## src/rtl/grid_ray_march_dda_macros.svh

```systemverilog
// assertion macros for the grid ray march block
`ifndef GRID_RAY_MARCH_DDA_MACROS_SVH
`define GRID_RAY_MARCH_DDA_MACROS_SVH

// same-cycle implication, clocked on aclk, off during reset
`define GRMD_ASSERT_IMP(label, ante, cons, msg) \
    label: assert property (@(posedge aclk) disable iff (!aresetn) (ante) |-> (cons)) \
        else $error(msg);

// next-cycle implication, clocked on aclk, off during reset
`define GRMD_ASSERT_NXT(label, ante, cons, msg) \
    label: assert property (@(posedge aclk) disable iff (!aresetn) (ante) |=> (cons)) \
        else $error(msg);

`endif

```

## src/rtl/grmd_pkg.sv

```systemverilog
// shared types and constants of the grid ray march block
package grmd_pkg;

    localparam int FRAC_BITS   = 16;
    localparam int CELL_W      = 6;
    localparam int VALUE_W     = 8;
    localparam int POS_W       = 22;
    localparam int DIR_W       = 16;
    localparam int DIST_W      = 32;
    localparam int STEPS_W     = 14;
    localparam int ITERS       = 32;
    localparam int ITER_W      = 5;
    localparam int CMP_W       = 35;
    localparam int MUL_A_W     = FRAC_BITS + 1;
    localparam int MUL_P_W     = MUL_A_W + DIST_W;

    localparam logic [VALUE_W-1:0]   WALL_LEVEL  = 8'd48;
    localparam logic [STEPS_W-1:0]   STEPS_RESET = 14'd256;
    localparam logic [FRAC_BITS:0]   FRAC_ONE    = 17'h10000;

    localparam logic OP_WRITE = 1'b0;
    localparam logic OP_CAST  = 1'b1;

    localparam logic [1:0] SIDE_XP = 2'd0;
    localparam logic [1:0] SIDE_XN = 2'd1;
    localparam logic [1:0] SIDE_YN = 2'd2;
    localparam logic [1:0] SIDE_YP = 2'd3;

    localparam logic REG_MAX_STEPS = 1'b0;

    typedef enum logic [3:0] {
        ST_IDLE,
        ST_SQ_X,
        ST_SQ_Y,
        ST_SQRT,
        ST_DIV_X,
        ST_DIV_Y,
        ST_FS_X,
        ST_FS_Y,
        ST_STEP,
        ST_TEST,
        ST_OUT
    } state_t;

endpackage

```

## src/rtl/grmd_alu.sv

```systemverilog
// shared compare-subtract unit and multiplier
module grmd_alu (
    input  logic [grmd_pkg::CMP_W-1:0]   cmp_a,
    input  logic [grmd_pkg::CMP_W-1:0]   cmp_b,
    output logic                         cmp_ge,
    output logic [grmd_pkg::CMP_W-1:0]   cmp_diff,
    input  logic [grmd_pkg::MUL_A_W-1:0] mul_a,
    input  logic [grmd_pkg::DIST_W-1:0]  mul_b,
    output logic [grmd_pkg::MUL_P_W-1:0] mul_p
);

    logic [grmd_pkg::CMP_W:0] sub;

    // borrow out of the wide subtract gives the compare
    assign sub      = {1'b0, cmp_a} - {1'b0, cmp_b};
    assign cmp_ge   = ~sub[grmd_pkg::CMP_W];
    assign cmp_diff = sub[grmd_pkg::CMP_W-1:0];
    assign mul_p    = grmd_pkg::MUL_P_W'(mul_a) * grmd_pkg::MUL_P_W'(mul_b);

endmodule

```

## config.mk

```make
export PLATFORM = sky130hd
export DESIGN_NAME = grmd_alu
export DESIGN_NICKNAME = d
export VERILOG_FILES = /design/src/rtl/grid_ray_march_dda_macros.svh /design/src/rtl/grmd_pkg.sv /design/src/rtl/grmd_alu.sv
export SDC_FILE = /design/constraint.sdc
export NUM_CORES = 1
export LEC_CHECK = 0
export BUFFER_PORTS_ARGS = -buffer_cell sky130_fd_sc_hd__buf_2
export CAP_MARGIN = 15
export CELL_PAD_IN_SITES_DETAIL_PLACEMENT = 1
export CELL_PAD_IN_SITES_GLOBAL_PLACEMENT = 1
export CORE_UTILIZATION = 40
export DETAILED_ROUTE_END_ITERATION = 10
export PLACE_DENSITY_LB_ADDON = 0.12
export SETUP_SLACK_MARGIN = 0.4
export SYNTH_ARGS = -nofsm -noshare
export SYNTH_HDL_FRONTEND = slang
export SYNTH_SLANG_ARGS = --single-unit
```

## constraint.sdc

```tcl
create_clock -name vclk -period 21.2
set_clock_uncertainty 0.1 [all_clocks]
set_input_delay 4.24 -clock vclk [all_inputs]
set_output_delay 4.24 -clock vclk [all_outputs]
set_load 0.005 [all_outputs]
```

==> flow_summary.yaml, run 1 <==
worst_setup_path:
  cp_slowest_cell: "o31ai_2"
  critPathCaptureType: "output pin"
  cpMostUsedCell: "fa_1"
  cp.depth: 21
  crit_start: "mul_a[2]"
  required_ns: 16.86
  crit_family: "adder cells"
  path_cells: "buf_2, nand2_1, fa_1, fa_1, fa_1, inv_1, fa_1, fa_1, inv_1, fa_1, inv_1, ha_1, nand4_1, a2111oi_1, a211oi_2, o31ai_2, a21oi_1, o21bai_1, a21boi_1, xnor2_1, buf_2"
  criticalPathCategory: "in -> out"
  cp-start-kind: "primary input"
  worstPathArrival_ns: 11.37
  cpPeakStageDelay_ns: 0.73
  critPathBufInv: 5
  critPathMaxFanout: 32
sta:
  fin_ws_ns: 5.49
  tightest_slew_ns: 0.877
  finalMaxSlewViolations: 0
  clock.fmax_ghz: 0.0637
  period_share: 0.741
  setup_violations: 0
  tns_ns: 0
  fin_crit_ns: 15.71
  rsz0062_at_grt: "false"
  finalHoldViolations: 0
  slew-limit-headroom: 0.412
route:
  vias_per_cell: 5.13
  wl_per_cell_um: 19.2
  drc_errors: 0
  vias: 15500
  detail-route-antenna-nets: 0
  dr.pass1.iters: 5
  routed_wl_um: 58000
  drt-initial-drc-count: 574
die:
  io_pins: 204
  die_area_sq_mm: 0.0489
  die_height_um: 221
  fp.coreArea_sq_mm: 0.0470
  initial_core_util: 0.409
  die_w_um: 221
  placementRows: 79
place:
  post-place-ws_ns: 5.49
  portBuffers: 204
  postPlaceCellArea_sq_mm: 0.0206
  post-dp-hpwl_um: 48600
  place_congestion: 0.832
clock_tree:
  cts_setup_buffers: 0
  post_cts_resized: 0
  postCtsHoldBufs: 0
global_route:
  antenna_found_initial: 1
  grt-ovfl-total: 0
  grt_pass1_wl_um: 95000
  grt_usage: 0.245
  grt_max_degree: 33
  grt_pass1_vias: 17700
worst_hold_path:
  worstHoldPathCells: 4
  min-delay-start: "cmp_b[0]"
  hp-class: "in -> out"
yosys:
  synth_top_area_frac: 0.469
  syn_nets: 3032
  syn_area_per_cell_sq_um: 8.33
  synth.most_common_cell: "inv_1"
  yosys_warnings: 0
  ys_types: 67
  synth_common_cells: "575 x inv_1, 450 x fa_1, 374 x nand2_1"
  synth_area_leaders: "fa_1 47%, inv_1 11%, ha_1 10%, nand2_1 7.3%, and2_1 7.2%"
  synth_cells: 2305
  synth_top_area_cell: "fa_1"
  yosysSeqAreaShare: 0
  synthesis.area_sq_mm: 0.0192
run_status:
  status: "finished clean"
cells_and_area:
  seq_area_sq_um: 0
  seq_cell_count: 0
  post_route_cells_drive_above_1_share: 0.0934
  area.growth.synth_to_final_pct: 7.27
  layout.nets: 3137
  stdcell_area_sq_mm: 0.0206
  n_clock_buffer: 0
job:
  maxCapViolCount: 0
metrics by stage:
stage / utilization / hold slack, ns / cells
global route: 0.438 / 8.73 / 3015
detailed placement: 0.438 / 8.71 / 3015
global placement: 0.438 / 8.70 / 3015
CTS: 0.438 / 8.71 / 3015
finish: 0.439 / 8.71 / 3016
floorplan: - / 8.49 / 2305
final timing paths:
path | endpoint | slack, ns
worst min-delay path | cmp_diff[0] | 8.71
worst max-delay path | mul_p[41] | 5.49
layout make-up:
type,count,area [sq um]
fill,5730,26400
multi-input combinational,1627,16600
inverter,577,2180
timing repair buffer,204,1020
tap,607,759
antenna,1,2.50
placed cells by master (no fill, tap or decap), types with 7 or more instances in the layout:
| cell type | instances |
|---|---|
| nand4_1 | 16 |
| and3_1 | 8 |
| xnor2_1 | 51 |
| a21o_1 | 37 |
| o21a_1 | 7 |
| buf_2 | 204 |
| and2_1 | 222 |
| nor2b_1 | 11 |
| ha_1 | 158 |
| nor3_1 | 8 |
| nor2_1 | 36 |
| inv_1 | 575 |
| o21ai_0 | 19 |
| nand3_1 | 15 |
| a21oi_1 | 82 |
| o21bai_1 | 13 |
| o21ai_1 | 19 |
| nand2_1 | 374 |
| xor2_1 | 26 |
| fa_1 | 450 |
layer usage:
layer / vias up / GRT usage / wire (um) / share of wire
li1: 7019 / - / - / -
met1: 8092 / 0.302 / 23600 / 0.41
met2: 282 / 0.458 / 30900 / 0.53
met3: 82 / 0.0185 / 1770 / 0.030
met4: 2 / 0.0670 / 1740 / 0.030
met5: - / 0 / 12 / 0.00021
kinds of logic after synthesis:
| group | after synthesis | synth area share |
|---|---|---|
| simple gates | 706 | 0.176 |
| buf+inv | 678 | 0.134 |
| fa+ha+maj | 608 | 0.572 |
| compound gates | 236 | 0.0826 |
| xor+xnor | 77 | 0.0351 |
Power of run 1 is left out: the tool's default activity adds up to more than one toggle a clock period on the data nets, which glitch-free logic cannot reach.
==> inputs of run 2 (changes only) <==
==> constraint.sdc (replaced) <==
create_clock -name vclk -period 12.6
set_clock_uncertainty 0.1 [all_clocks]
set_input_delay 2.52 -clock vclk [all_inputs]
set_output_delay 2.52 -clock vclk [all_outputs]
set_load 0.005 [all_outputs]
==> flow_summary.yaml, run 2 (synthesis results as in run 1) <==
route:
  drt-initial-drc-count: 593
  drc_errors: 0
  vias: 15600
  dr.pass1.iters: 4
  routed_wl_um: 59200
  detail-route-antenna-nets: 0
  wl_per_cell_um: 19.6
  vias_per_cell: 5.14
global_route:
  grt_pass1_wl_um: 96800
  grt_pass1_vias: 17900
  antenna_found_initial: 3
  grt-ovfl-total: 0
  grt_max_degree: 33
  grt_usage: 0.250
sta:
  setup_violations: 0
  finalHoldViolations: 0
  slew-limit-headroom: 0.423
  period_share: 0.944
  fin_ws_ns: 0.708
  rsz0062_at_grt: "false"
  tightest_slew_ns: 0.865
  fin_crit_ns: 11.89
  finalMaxSlewViolations: 0
  tns_ns: 0
  clock.fmax_ghz: 0.0841
cells_and_area:
  layout.nets: 3148
  seq_area_sq_um: 0
  post_route_cells_drive_above_1_share: 0.0976
  final_util: 0.440
  seq_cell_count: 0
  area.growth.synth_to_final_pct: 7.70
  final_common_cell: "inv_1"
  nFillCells: 5767
  layout.cells.non_filler: 3027
  multi_input_area_sq_mm: 0.0166
  n_clock_buffer: 0
  layout_common_cells: "575 x inv_1, 450 x fa_1, 374 x nand2_1, 222 x and2_1, 204 x buf_2"
die:
  die_height_um: 221
  die_w_um: 221
  placementRows: 79
  initial_core_util: 0.409
  die_area_sq_mm: 0.0489
  io_pins: 204
  fp.coreArea_sq_mm: 0.0470
clock_tree:
  postCtsHoldBufs: 0
  cts_setup_buffers: 0
  post_cts_resized: 0
worst_setup_path:
  cp_slowest_cell: "fa_1"
  cpPeakStageDelay_ns: 0.54
  cp-start-kind: "primary input"
  critPathBufInv: 6
  path_cells: "buf_2, buf_4, nand2_1, fa_1, fa_1, fa_1, inv_1, fa_1, fa_1, inv_1, fa_1, inv_1, ha_1, a21oi_1, nor2b_1, o21ai_1, or3b_1, a211oi_1, o21ai_1, a311oi_1, xnor2_1, buf_2"
  critPathCaptureType: "output pin"
  crit_family: "adder cells"
  required_ns: 9.98
  cpMostUsedCell: "fa_1"
  critPathMaxFanout: 24
  worstPathArrival_ns: 9.27
  criticalPathCategory: "in -> out"
worst_hold_path:
  worstHoldPathCells: 4
  min-delay-start: "cmp_b[0]"
  worstHoldEndpoint: "cmp_diff[0]"
  hp-class: "in -> out"
place:
  portBuffers: 204
  post-dp-hpwl_um: 49600
  post-place-ws_ns: 0.663
  place_congestion: 0.837
  post-place-cells: 3026
job:
  maxCapViolCount: 0
run_status:
  status: "finished clean"
## run 2: worst max-delay path by stage
stage	start	to	slack, ns	cells past startpoint
2_1_floorplan	mul_b[29]	mul_p[46]	1.87	25
3_3_place_gp	mul_a[2]	mul_p[47]	0.77	22
3_5_place_dp	mul_a[2]	mul_p[47]	0.66	22
4_1_cts	mul_a[2]	mul_p[47]	0.64	22
5_1_grt	mul_a[2]	mul_p[47]	0.40	22
6_report	mul_a[3]	mul_p[36]	0.71	22
## run 2: metrics by stage
stage	hold WS [ns]	area [sq um]
floorplan	5.05	19200
global placement	5.26	20700
detailed placement	5.27	20700
CTS	5.27	20700
global route	5.30	20700
finish	5.27	20700
## run 2: layout make-up
cell class	instances	area share
Inverter	577	0.105
Tap cell	607	0.0367
Multi-Input combinational cell	1627	0.804
Timing Repair Buffer	215	0.0534
Antenna cell	1	0.000121
## run 2: per-layer routing
layer | routed length, um | vias to the layer above | GRT usage | share of wire
met5 | 16 | - | 0 | 0.00027
met4 | 1470 | 4 | 0.0555 | 0.025
met3 | 1820 | 71 | 0.0143 | 0.031
met2 | 31900 | 262 | 0.476 | 0.54
met1 | 24000 | 8193 | 0.309 | 0.41
li1 | - | 7033 | - | -
Power of run 2 is left out for the same reason.
==> inputs of run 3 (changes only) <==
--- a/config.mk
+++ b/config.mk
@@ -12,6 +12,7 @@
 export CORE_UTILIZATION = 40
 export DETAILED_ROUTE_END_ITERATION = 10
 export PLACE_DENSITY_LB_ADDON = 0.12
+export REMOVE_ABC_BUFFERS = 1
 export SETUP_SLACK_MARGIN = 0.4
 export SYNTH_ARGS = -nofsm -noshare
 export SYNTH_HDL_FRONTEND = slang
==> constraint.sdc (replaced) <==
create_clock -name vclk -period 12.6
set_clock_uncertainty 0.1 [all_clocks]
set_input_delay 0.63 -clock vclk [all_inputs]
set_output_delay 0.63 -clock vclk [all_outputs]
set_load 0.005 [all_outputs]
==> flow_summary.yaml, run 3 (synthesis results as in run 1) <==
global_route:
  grt_pass1_vias: 17900
  grt-ovfl-total: 0
  grt_usage: 0.243
  antenna_found_initial: 2
  grt_pass1_wl_um: 95200
  grt_max_degree: 33
cells_and_area:
  n_antenna_cell: 0
  nFillCells: 5741
  seq_area_sq_um: 0
  seq_cell_count: 0
  layout.nets: 3137
  final_util: 0.438
  post_route_cells_drive_above_1_share: 0.0934
  n_clock_buffer: 0
  final_common_cell: "inv_1"
  area.growth.synth_to_final_pct: 7.25
  layout_common_cells: "575 x inv_1, 450 x fa_1, 374 x nand2_1, 222 x and2_1, 204 x buf_2"
route:
  detail-route-antenna-nets: 0
  met3_length_um: 1980
  met1_length_um: 25100
  vias: 15500
  wl_per_cell_um: 19.0
  maxUsedRoutingLayer: "met4"
  vias_per_cell: 5.13
  wl_met2_um: 29300
  drt-initial-drc-count: 524
  routed_wl_um: 57200
  drc_errors: 0
  dr.pass1.iters: 4
clock_tree:
  postCtsHoldBufs: 0
  post_cts_resized: 0
  cts_setup_buffers: 0
sta:
  finalHoldViolations: 0
  rsz0062_at_grt: "false"
  period_share: 0.640
  setup_violations: 0
  clock.fmax_ghz: 0.124
  tightest_slew_ns: 0.899
  tns_ns: 0
  holdWs_ns: 1.52
  fin_crit_ns: 8.06
  finalMaxSlewViolations: 0
  slew-limit-headroom: 0.401
die:
  io_pins: 204
  die_area_sq_mm: 0.0489
  placementRows: 79
  fp.coreArea_sq_mm: 0.0470
  die_height_um: 221
  initial_core_util: 0.409
  die_w_um: 221
run_status:
  status: "finished clean"
worst_setup_path:
  critPathBufInv: 5
  path_cells: "buf_2, nand2_1, fa_1, inv_1, fa_1, fa_1, fa_1, fa_1, inv_1, fa_1, inv_1, ha_1, and3_1, or3b_1, a21oi_1, o31a_1, and2_1, nor2_1, o221ai_1, a21oi_1, xnor2_1, buf_2"
  cpMostUsedCell: "fa_1"
  critPathCaptureType: "output pin"
  crit_family: "adder cells"
  cpPeakStageDelay_ns: 0.63
  critPathMaxFanout: 32
  criticalPathCategory: "in -> out"
  worstPathArrival_ns: 7.33
  cp-start-kind: "primary input"
  cp_slowest_cell: "buf_2"
  required_ns: 11.87
place:
  post-dp-hpwl_um: 47500
  place_congestion: 0.852
  portBuffers: 204
worst_hold_path:
  hp-class: "in -> out"
job:
  maxCapViolCount: 0
[run 3: path summary, 6_finish.rpt]
check,start,to,cells after the start
setup / recovery,mul_a[8],mul_p[34],22
hold / removal,cmp_b[0],cmp_diff[0],4
[run 3: stage by stage]
step / cell area (sq um) / std cells / worst slack, ns
6_report: 20600 / 3015 / 4.54
4_1_cts: 20600 / 3015 / 4.52
3_3_place_gp: 20600 / 3015 / 4.67
5_1_grt: 20600 / 3015 / 4.12
2_1_floorplan: 18800 / 2204 / 5.94
3_5_place_dp: 20600 / 3015 / 4.54
[run 3: routing by layer]
metal  vias to the layer above  track usage
met5                         -            0
met4                         0       0.0311
met3                        57       0.0141
met2                       298        0.445
met1                      8112        0.325
li1                       7010            -
[run 3: final cells by class]
class	count	area (sq um)	share of cell area
Tap cell	607	759	0.0369
Multi-Input combinational cell	1627	16600	0.808
Inverter	577	2180	0.106
Timing Repair Buffer	204	1020	0.0496
Power of run 3 is left out for the same reason.
